<file path="config.mk">
export PLATFORM = sky130hd
export DESIGN_NAME = salt_queue
export DESIGN_NICKNAME = d
export VERILOG_FILES = /design/src/set_assoc_lru_writeback_tag_array_defines.svh /design/src/salt_pkg.sv /design/src/salt_queue.sv
export SDC_FILE = /design/constraint.sdc
export NUM_CORES = 1
export LEC_CHECK = 0
export CAP_MARGIN = 5
export CORE_ASPECT_RATIO = 1.25
export CORE_UTILIZATION = 61
export DETAILED_ROUTE_END_ITERATION = 10
export DONT_BUFFER_PORTS = 1
export PLACE_DENSITY = 0.81
export SLEW_MARGIN = 20
export SYNTH_ARGS = -nofsm -noshare
export SYNTH_HDL_FRONTEND = slang
export SYNTH_SLANG_ARGS = --single-unit
</file>
<file path="constraint.sdc">
create_clock -name clk -period 3 [get_ports clk]
set_input_delay 0 -clock clk [delete_from_list [all_inputs] [get_ports clk]]
set_output_delay 0 -clock clk [all_outputs]
set_load 0.01 [all_outputs]
</file>
<file path="src/set_assoc_lru_writeback_tag_array_defines.svh">
// Assertion macros shared by the tag array
`ifndef SET_ASSOC_LRU_WRITEBACK_TAG_ARRAY_DEFINES_SVH
`define SET_ASSOC_LRU_WRITEBACK_TAG_ARRAY_DEFINES_SVH

// Implication checked on every clock edge outside reset
`define SALT_ASSERT_IMPL(lbl, clk, rst_n, ante, cons) \
  lbl: assert property (@(posedge clk) disable iff (!rst_n) (ante) |-> (cons)) \
    else $error("tag array check failed");

// Next-cycle implication checked outside reset
`define SALT_ASSERT_NEXT(lbl, clk, rst_n, ante, cons) \
  lbl: assert property (@(posedge clk) disable iff (!rst_n) (ante) |=> (cons)) \
    else $error("tag array check failed");

`endif

</file>
<file path="src/salt_pkg.sv">
`default_nettype none
package salt_pkg;

  localparam int unsigned SETS_DEF        = 256;
  localparam int unsigned WAYS_DEF        = 4;
  localparam int unsigned BLOCK_BYTES_DEF = 64;
  localparam int unsigned ADDR_BITS_DEF   = 32;

  typedef enum logic [2:0] {
    OP_LOAD   = 3'd0,
    OP_STORE  = 3'd1,
    OP_EVICT  = 3'd2,
    OP_PROBE  = 3'd3,
    OP_INSERT = 3'd4,
    OP_LOOKUP = 3'd5,
    OP_RSVD6  = 3'd6,
    OP_RSVD7  = 3'd7
  } op_t;

  typedef enum logic [2:0] {
    KIND_DONE   = 3'd0,
    KIND_MISS   = 3'd1,
    KIND_WB     = 3'd2,
    KIND_PROBE  = 3'd3,
    KIND_CLEAN  = 3'd4,
    KIND_FORCED = 3'd5
  } kind_t;

  localparam logic [2:0] ROLE_L1D     = 3'd2;
  localparam logic [2:0] ROLE_L2      = 3'd4;
  localparam logic [2:0] SRC_PREFETCH = 3'd5;

  // One classified request in the queue between front and back
  typedef struct packed {
    op_t         op;
    logic [31:0] address;
    logic [2:0]  requester;
    logic        set_dirty;
    logic        is_prefetch;
  } req_t;

  // One result item
  typedef struct packed {
    kind_t       kind;
    logic [31:0] maddr;
    logic [2:0]  src;
    logic        hit;
    logic        last;
  } res_t;

  typedef enum logic [2:0] {
    ST_CLEAR,
    ST_IDLE,
    ST_READ,
    ST_EMIT
  } bst_t;

  function automatic int unsigned clog2c(input int unsigned v);
    int unsigned n;
    n = 0;
    while ((32'd1 << n) < v) n++;
    return (n == 0) ? 1 : n;
  endfunction

  function automatic int unsigned flog2(input int unsigned v);
    int unsigned n;
    n = 0;
    while ((v >> (n + 1)) != 0) n++;
    return n;
  endfunction

endpackage
`default_nettype wire

</file>
<file path="src/salt_queue.sv">
`default_nettype none
module salt_queue (
  input  wire logic          clk,
  input  wire logic          rst_n,
  input  wire logic          push,
  input  wire salt_pkg::req_t push_data,
  output logic               full,
  input  wire logic          pop,
  output salt_pkg::req_t     pop_data,
  output logic               not_empty
);
  import salt_pkg::*;

  req_t       ent_r [2];
  logic       wp_r, rp_r;
  logic [1:0] cnt_r;

  assign full      = (cnt_r == 2'd2);
  assign not_empty = (cnt_r != 2'd0);
  assign pop_data  = ent_r[rp_r];

  // Two-entry queue between the front and back parts
  always_ff @(posedge clk) begin
    if (push) ent_r[wp_r] <= push_data;
    if (!rst_n) begin
      wp_r  <= 1'b0;
      rp_r  <= 1'b0;
      cnt_r <= 2'd0;
    end else begin
      if (push) wp_r <= ~wp_r;
      if (pop)  rp_r <= ~rp_r;
      cnt_r <= cnt_r + {1'b0, push} - {1'b0, pop};
    end
  end
endmodule
`default_nettype wire

</file>
==> Yosys cells after proc, flatten, opt, wreduce, memory -nomap -nowiden <==
Memories as Yosys holds them, arrays and structs flattened. A register that Yosys moved wholly into a read port is not among the register bits.
Cells that the tools add are included.
{ "classes": {"reduce_logical": 1, "mux": 4, "n_bitwise": 2, "n_eq_ne": 1, "add_sub_neg": 2} }
{ "op_table": {"columns": ["operator", "count"], "rows": [
  ["$mux W1", 4],
  ["$add A2 B1 Y2", 1],
  ["$eq A2 B2 Y1 const B", 1],
  ["$not A1 Y1", 2],
  ["$reduce_bool A2 Y1", 1],
  ["$sub A2 B1 Y2", 1]
]} }
{ "word_totals": {"mem_bits_rw": 80, "inputBits": 44, "reg_bits": 4, "mem_count": 1} }
{ "mem_list": {"columns": ["name", "depth", "width", "rd", "rd_ports_with_merged_regs", "wr", "line_no", "rtl"], "rows": [
  ["ent_r", 2, 40, 1, 1, 1, "salt_queue.sv:14", "req_t ent_r [2];"]
]} }

==> Logic depth before layout (Yosys ltp) <==
Gate-level depths: netlist of the first run.
{ "depth": {"word_depth": 3, "ltp_mapped": 6} }

==> Least setup slack after synthesis of the first run <==
Ideal clock, no wire load.
{ "synth_timing": {"path_kind": "reg2reg", "startpoint": "register wp_r", "endpoint": "memory ent_r[0][0] (netlist bit) (enable)", "synth_period_minus_slack_ns": 2.569, "path_stages_with_launch": 2, "path_buffers": 0, "t_arrival_ns": 2.126, "setup_slack_ns": 0.431, "path_cell_list": "dfxtp_1 > nor2b_1"} }
{ "synth_lines": {"columns": ["element", "line_no", "rtl"], "rows": [
  ["start: declaration", "salt_queue.sv:15", "logic wp_r, rp_r;"],
  ["start signal: assignment", "salt_queue.sv:30", "if (push) wp_r <= ~wp_r;"],
  ["end: declaration", "salt_queue.sv:14", null]
]} }
Straight into the memory's write port.

==> Final worst setup path of the first run <==
{ "layout_timing": {"startpoint": "register wp_r", "endpoint": "register wp_r"} }
{ "layout_via": {"elab_chain_len": 1} }
{ "layout_rtl": {"columns": ["element", "line_no"], "rows": [
  ["$not A1 Y1", "salt_queue.sv:30"]
]} }
Every way passes these cells.
A chain may end at the register's enable or synchronous reset.

==> impl_metrics.json, run 1 <==
{
  "synth_compound_area_frac": 0.00240,
  "n_fill_cell": 251,
  "yosys.area_share.xor_xnor": 0.0100,
  "grt-ovfl-total": 0,
  "grtUsageTotal": 0.206,
  "avgSynthCellArea_um2": 21.6,
  "clock.fmax_mhz": 550,
  "cp.required_ps": 3270,
  "drive_above_1_share": 0.292,
  "syn-num-nets": 191,
  "p_leak_nw": 1.31,
  "worstMarginPinSlew_ps": 934,
  "hold_viol": 0,
  "clock_path_buffers": 2,
  "totalWireLength_mm": 5.17,
  "die-area_mm2": 0.00542,
  "max_stage_delay_ps": 610,
  "critical-path-top-delay-family": "simple AND/OR/NAND/NOR gates",
  "register_area_mm2": 0.00250,
  "drc": 0,
  "power_frac_comb": 0.099,
  "grt_pass1_wl_mm": 7.62,
  "crit_buf_inv": 1,
  "pwr-share-clk": 0.312,
  "grt_pass1_vias": 1535,
  "synthMuxAreaShare": 0.144,
  "peakVddDrop_mv": 0.562,
  "viasPerCell": 5.46,
  "wire_per_inst_um": 19.7,
  "worstPathArrival_ps": 2090,
  "coreArea_mm2": 0.00483,
  "initial_core_util": 0.646,
  "period_share": 0.606,
  "port_buffers": 0,
  "yosys.area.top_type_share": 0.769,
  "synthTopCellsByCount": "edfxtp_1 (80), mux2_2 (40), dfxtp_1 (5)",
  "cp_max_fo": 28,
  "seqPwrFrac": 0.589,
  "grt_setup_unrepaired": "no",
  "num_io_pins": 86,
  "final-setup-viol-count": 0,
  "synth_edf_count": 80,
  "syn_area_mm2": 0.00313,
  "antenna_found_initial": 0,
  "dr_total_vias": 1430,
  "htreeDepth": 3,
  "status": "finished, final reports clean",
  "die_width_um": 66.0,
  "criticalPathCategory": "flop to flop",
  "synth_top_family_by_area": "multiplexers",
  "cts_tree": "done",
  "min_period_ps": 1820,
  "synth_area_leaders": "edfxtp_1 (77%), mux2_2 (14%), dfxtp_1 (3.2%)",
  "gp_congestion": 0.659,
  "p_sw_mw": 0.509,
  "drtIter0Drc": 123,
  "dpl.hpwl_mm": 3.06,
  "ys_ff_latch": 85,
  "clock_latency_ps": 330,
  "die_h_um": 82.0,
  "clock_sinks": 85,
  "synthFlopType": "edfxtp_1",
  "post_cts_buffers": 0,
  "fp-row-count": 28,
  "ys_types": 12,
  "syn_to_final_growth_pct": 21.7,
  "num-nets-final": 243,
  "cpMaxStageDelayCell": "nor2b_4",
  "power_density_mw_per_mm2": 629,
  "hold_path.class": "input port to flop",
  "multiInputGateArea_um2": 579,
  "synthSimpleGateAreaFrac": 0.0180,
  "whs_ps": 87.9,
  "p_int_mw": 1.89,
  "slew_violations": 0,
  "ant_nets": 0,
  "worstSetupEndpointType": "flop",
  "tritoncts.num_buffers": 9,
  "relSlewSlack": 0.377,
  "netlist_instances": 145,
  "clockRootBuffer": "clkbuf_8",
  "ys_warn_count": 0,
  "max-cap-violations": 0,
  "crit_path_start_kind": "flop",
  "fin_skew_ps": 6.02,
  "grt_max_degree": 41,
  "post-synth-top-count-cell": "edfxtp_1",
  "dr.pass1.iters": 4,
  "crit_chain": "nor2b_4 > o21a_1 > dlygate4sd3_1",
  "yosysTopAreaCell": "edfxtp_1",
  "finalSetupTns_ps": 0,
  "diodes": 0,
  "yosysSeqAreaShare": 0.801,
  "swShare": 0.212,
  "synthAdderAreaFrac": 0.00801,
  "async_flop_share": 0,
  "cts.clk_slew.worst_paths_ps": 70
}
==> power groups by stage <==
stage / Sequential [mW] / Clock, mW / Combinational, mW
floorplan: 1.41 / 0 / 0.177
global placement: 1.43 / 0 / 0.175
detailed placement: 1.44 / 0 / 0.180
CTS: 1.41 / 0.752 / 0.237
global route: 1.42 / 0.808 / 0.253
finish: 1.41 / 0.746 / 0.237
==> repair_timing <==
| action | CTS | global route |
|---|---|---|
| hold endpoints to repair | 85 | 0 |
| hold buffers | 44 | 0 |
| gates resized for setup | 0 | 0 |
==> stage by stage <==
step	total power, mW	area (µm²)	cells	utilization	setup WS [ps]
global placement	1.60	3170	202	0.656	1430
floorplan	1.59	3130	145	-	431
finish	2.39	3800	262	0.787	1180
CTS	2.40	3800	262	0.787	1220
global route	2.48	3800	262	0.787	1050
detailed placement	1.62	3170	202	0.656	1360
==> cells in the final DEF, fill, tap and decap left out, drive strengths merged <==
cell         instances
buf                  1
ha                   2
xnor3                1
dlygate4sd3         44
edfxtp              80
o21a                 1
nor2b                4
mux2                40
inv                  2
and2                 4
or2                  1
clkinv               1
dfxtp                5
xor2                 1
clkbuf              15
==> routing by layer <==
layer  global-route usage  up-vias  wire length [µm]
met1                0.231      697              1910
met3               0.0861       11               355
met2                0.350       58              2800
met5                    0        -                 0
met4               0.0787        0               102
li1                     -      664                 -
==> cells by family (layout without fill, tap and decap cells) <==
logic type                 count (synthesis)  in the layout
buffers and inverters                      6             63
adders and majority gates                  2              2
xor gates and xnor gates                   2              2
DFF                                       85             85
AOI/OAI and AO/OA                          1              1
muxes                                     40             40
and+or+nand+nor                            9              9
==> worst paths after layout <==
check	from	endpoint	slack (ps)	depth (start not counted)
max	wp_r	wp_r	1180	3
min	push	ent_r[0][8]	90	1
max reg2reg	wp_r	wp_r	1180	3
min reg2reg	rp_r	flop	600	2
==> final cells by class <==
type,instances,area share
clock buffers,15,0.0490
clock inverters,1,0.00132
inverters,2,0.00197
multi-input cells,54,0.152
flip-flops and latches,85,0.658
well taps,60,0.0197
repair buffers,45,0.118
==> registers in the layout, summed over array words and instances, names as in the netlist, named ones only <==
name and cells:
wp_r 1, ent_r 80, rp_r 1, cnt_r 2
No activity file was read; power rests on OpenSTA's default activity.
==> run 2, diff against run 1 <==
- clock period: 3 -> 1.9 ns (I/O delays scaled with it)
==> run 2 against run 1 <==
Routed wire length is 3.8% higher. Largest power group unchanged. Worst setup slack got worse by 720 ps. Core utilization increased by 0.67 points. Largest cell class unchanged. Via count rose by 2.0%. Sequential share of layout area decreased by 0.56 points.
==> impl_metrics.json, run 2 (synthesis results as in run 1) <==
{
  "crit_path_start_kind": "flop",
  "largestRegisters": "ent_r: 80 flops, cnt_r: 2 flops",
  "drive_above_1_share": 0.296,
  "timing.rr.end": "wp_r",
  "grt_setup_unrepaired": "no",
  "whs_ps": 145,
  "hold_path.class": "input port to flop",
  "worst-path-stages": 3,
  "seqPwrFrac": 0.580,
  "grtUsageTotal": 0.216,
  "dpl.hpwl_mm": 2.99,
  "p_sw_mw": 0.823,
  "tritoncts.num_buffers": 9,
  "clock_path_buffers": 2,
  "cpMaxStageDelayCell": "dlygate4sd3_1",
  "worstSetupEndpointType": "flop",
  "cts_hold_buffers": 44,
  "worstPathArrival_ps": 1720,
  "ff2ff_path_depth": 3,
  "p_leak_nw": 1.32,
  "fin_skew_ps": 3.45,
  "final_common_cell": "edfxtp_1",
  "cp_max_fo": 12,
  "dr_total_vias": 1459,
  "min_period_ps": 1440,
  "hp-start": "pop",
  "p_int_mw": 2.96,
  "ant_nets": 0,
  "dr.pass1.iters": 4,
  "relSlewSlack": 0.749,
  "fp-row-count": 28,
  "die_h_um": 82.0,
  "cts.clk_slew.worst_paths_ps": 70,
  "power_frac_comb": 0.112,
  "peakVddDrop_mv": 1.00,
  "crit_buf_inv": 1,
  "power_density_mw_per_mm2": 986,
  "postPlaceCellArea_mm2": 0.00322,
  "status": "finished, final reports clean",
  "slew_violations": 0,
  "drtIter0Drc": 94,
  "criticalPathCategory": "flop to flop",
  "wire_per_inst_um": 20.2,
  "diodes": 0,
  "finalSetupTns_ps": 0,
  "grt-ovfl-total": 0,
  "die-area_mm2": 0.00542,
  "gp_congestion": 0.626,
  "drc": 0,
  "hold_viol": 0,
  "final_cell_mix": "edfxtp_1 (80), dlygate4sd3_1 (44), mux2_2 (40)",
  "cts_tree": "done",
  "cts_resized": 0,
  "totalWireLength_mm": 5.36,
  "critical-path-top-delay-family": "buffers and inverters",
  "r2r_slack_ps": 460,
  "coreArea_mm2": 0.00483,
  "largest_register": "ent_r",
  "num-nets-final": 247,
  "largest_reg_flops": 80,
  "num_io_pins": 86,
  "viasPerCell": 5.48,
  "swShare": 0.217,
  "cp.required_ps": 2180,
  "pwr-share-clk": 0.308,
  "whs_path_depth": 3,
  "clock.fmax_mhz": 694,
  "grt_max_degree": 31,
  "initial_core_util": 0.646,
  "clock_sinks": 85,
  "max-cap-violations": 0,
  "finalInstanceArea_mm2": 0.00384,
  "period_share": 0.758,
  "r2r_start": "wp_r",
  "hold_end": "cnt_r[1]",
  "grt_pass1_wl_mm": 7.81,
  "die_width_um": 66.0,
  "n_fill_cell": 240,
  "post_cts_buffers": 0,
  "port_buffers": 0,
  "clock_latency_ps": 340,
  "crit_chain": "nor2b_4 > o21a_1 > dlygate4sd3_1",
  "htreeDepth": 3,
  "final-setup-viol-count": 0,
  "clockRootBuffer": "clkbuf_8",
  "max_stage_delay_ps": 530,
  "antenna_found_initial": 0,
  "worstMarginPinSlew_ps": 376,
  "grt_pass1_vias": 1503,
  "syn_to_final_growth_pct": 22.8
}
## run 2: cell types whose count changed in the layout (fill, tap and decap cells not counted)
cell        before  now
clkbuf_1         2    1
buf_12           0    1
buf_4            1    4
clkinv_1         0    3
bufinv_16        0    1
clkinvlp_4       0    1
clkbuf_8        13    9
## run 2: tightest hold or removal path, delay by kind of cell
| family | cells | cell delay (ps) |
|---|---|---|
| fa+ha+maj | 1 | 150 |
| xor+xnor | 1 | 240 |
| simple gates | 1 | 50 |
## run 2: cell type report
class | count | area [µm²] | area share
clock inverters | 6 | 53.8 | 0.0140
inverters | 2 | 7.51 | 0.00196
repair buffers | 49 | 490 | 0.128
well taps | 60 | 75.1 | 0.0196
multi-input cells | 54 | 579 | 0.151
flip-flops and latches | 85 | 2500 | 0.652
clock buffers | 10 | 128 | 0.0333
## run 2: worst max path at each step
stage,startpoint,to,slack (ps)
CTS,wp_r,wp_r,450
global placement,wp_r,ent_r[0][26],700
global route,wp_r,wp_r,360
finish,wp_r,wp_r,460
floorplan,wp_r,ent_r[0][0],100
detailed placement,cnt_r[0],cnt_r[1],640
## run 2: stage by stage
step,worst slack [ps],std cells,utilization,total power [mW]
2_1_floorplan,102,145,-,2.51
3_3_place_gp,698,206,0.665,2.55
3_5_place_dp,645,206,0.665,2.56
4_1_cts,449,266,0.794,3.79
5_1_grt,356,266,0.794,3.92
6_report,460,266,0.794,3.78
## run 2: power by group through the flow
stage	clock (mW)	sequential, mW	combinational, mW
floorplan	0	2.23	0.280
global placement	0	2.23	0.319
detailed placement	0	2.23	0.331
CTS	1.18	2.19	0.420
global route	1.27	2.20	0.451
finish	1.17	2.19	0.424
## run 2: layer usage
layer  up-vias  share of wire  track usage
met2        58           0.55        0.372
li1        674              -            -
met3        10          0.075       0.0986
met4         0          0.020       0.0787
met1       717           0.35        0.233
met5         -              0            0
==> run 3, diff against run 2 <==
- CORE_UTILIZATION: 61 -> 55
- PLACE_DENSITY: 0.81 -> 0.77
- clock period: 1.9 -> 1.3 ns (I/O delays scaled with it)
==> run 3 against run 2 <==
Via count rose by 1.4%. Worst hold slack got worse by 57 ps. Largest cell class unchanged. Cell area rose by 3.0%. Largest power group unchanged. Critical path depth fell by 1. Final cell count rose by 2.3%. Count of clock-buffer cells in the layout did not move. Core utilization fell by 6.8 points. Flip-flop and latch count did not move. Combinational power rose by 56%. Critical path type is now flop to output port. Sequential share of layout area fell by 1.8 points.
==> impl_metrics.json, run 3 (synthesis results as in run 1) <==
{
  "clock.fmax_mhz": 782,
  "cp_max_fo": 11,
  "die-area_mm2": 0.00599,
  "cts_tree": "done",
  "slew_violations": 0,
  "criticalPathCategory": "flop to output port",
  "clock_sinks": 85,
  "clockRootBuffer": "clkbuf_8",
  "grt_max_degree": 24,
  "peakVddDrop_mv": 0.948,
  "period_share": 0.984,
  "crit_path_start_kind": "flop",
  "initial_core_util": 0.574,
  "syn_to_final_growth_pct": 26.5,
  "htreeDepth": 3,
  "status": "finished, final reports clean",
  "max-cap-violations": 0,
  "port_buffers": 0,
  "fin_util": 0.726,
  "hold_viol": 0,
  "fp-row-count": 30,
  "final_common_cell": "edfxtp_1",
  "diodes": 0,
  "power_density_mw_per_mm2": 1460,
  "grt_pass1_vias": 1618,
  "drtIter0Drc": 45,
  "worstPathArrival_ps": 1280,
  "finalNonFillerCells": 272,
  "largest_reg_flops": 80,
  "antenna_found_initial": 0,
  "relSlewSlack": 0.839,
  "dp_cells": 211,
  "cp.required_ps": 1300,
  "worstMarginPinSlew_ps": 242,
  "dr_total_vias": 1480,
  "tritoncts.num_buffers": 9,
  "die_h_um": 86.3,
  "final-setup-viol-count": 0,
  "wire_per_inst_um": 20.1,
  "clock_path_buffers": 2,
  "fin_ws_ps": 20.6,
  "grtUsageTotal": 0.184,
  "num-nets-final": 249,
  "grt-ovfl-total": 0,
  "hold_path.class": "input port to flop",
  "drc": 0,
  "drive_above_1_share": 0.327,
  "fin_skew_ps": 7.60,
  "largestRegisters": "ent_r: 80 flops, cnt_r: 2 flops",
  "cts.clk_slew.worst_paths_ps": 70,
  "dpl_worst_slack_ps": 45.3,
  "finalSetupTns_ps": 0,
  "final_cell_mix": "edfxtp_1 (80), dlygate4sd3_1 (43), mux2_2 (37)",
  "dr.pass1.iters": 4,
  "die_width_um": 69.4,
  "grt_pass1_wl_mm": 8.00,
  "p_leak_nw": 1.37,
  "num_io_pins": 86,
  "min_period_ps": 1280,
  "viasPerCell": 5.44,
  "coreArea_mm2": 0.00544,
  "grt_setup_unrepaired": "yes",
  "worstSetupEndpointType": "output port",
  "ant_nets": 0,
  "p_total_mw": 5.77,
  "clock_latency_ps": 340,
  "largest_register": "ent_r",
  "totalWireLength_mm": 5.46,
  "gp_congestion": 0.676
}
[run 3: repair_timing]
item | in CTS | in global routing
hold buffers | 43 | 0
setup buffers | 0 | 1
cloned | 0 | 1
gates resized for setup | 2 | 7
hold endpoints to repair | 85 | 0
endpoints found under the setup margin | 17 | 41
[run 3: through the flow]
stage          area [µm²]  hold WS, ps
2_1_floorplan        3140         98.9
3_3_place_gp         3250         99.0
3_5_place_dp         3250         98.9
4_1_cts              3900         82.2
5_1_grt              3950         94.3
6_report             3950         88.2
[run 3: metal layers]
layer | wire length, µm | global-route usage | vias to the layer above
li1 | - | - | 676
met2 | 3130 | 0.354 | 55
met1 | 2010 | 0.181 | 740
met4 | 71 | 0.0946 | 0
met5 | 0 | 0 | -
met3 | 255 | 0.0442 | 9
[run 3: cell type report]
type,count,area (µm²)
clock buffer,10,128
clock inverter,6,77.6
fill,316,1490
sequential,85,2510
tap,64,80.1
timing repair buffer,51,558
inverter,2,7.51
multi-input combinational,54,593
[run 3: report_power, final]
| part | switching, mW | internal [mW] | leakage, nW |
|---|---|---|---|
| Sequential | 0.0507 | 3.16 | 0.794 |
| Clock | 0.837 | 1.06 | 0.105 |
| Combinational | 0.314 | 0.348 | 0.474 |
| Total | 1.20 | 4.57 | 1.37 |
[run 3: path summary, 6_finish.rpt]
check | start | end | slack, ps | cells after the start
max | flop | pop_data[5] | 20 | 2
min | pop | cnt_r[1] | 90 | 3
max reg2reg | cnt_r[0] | cnt_r[1] | 60 | 6
min reg2reg | rp_r | flop | 590 | 2
[run 3: worst max-delay path: stages, from the launching register on]
cell and delay [ps]:
dfxtp_4 390, clkbuf_16 170, mux2_2 380
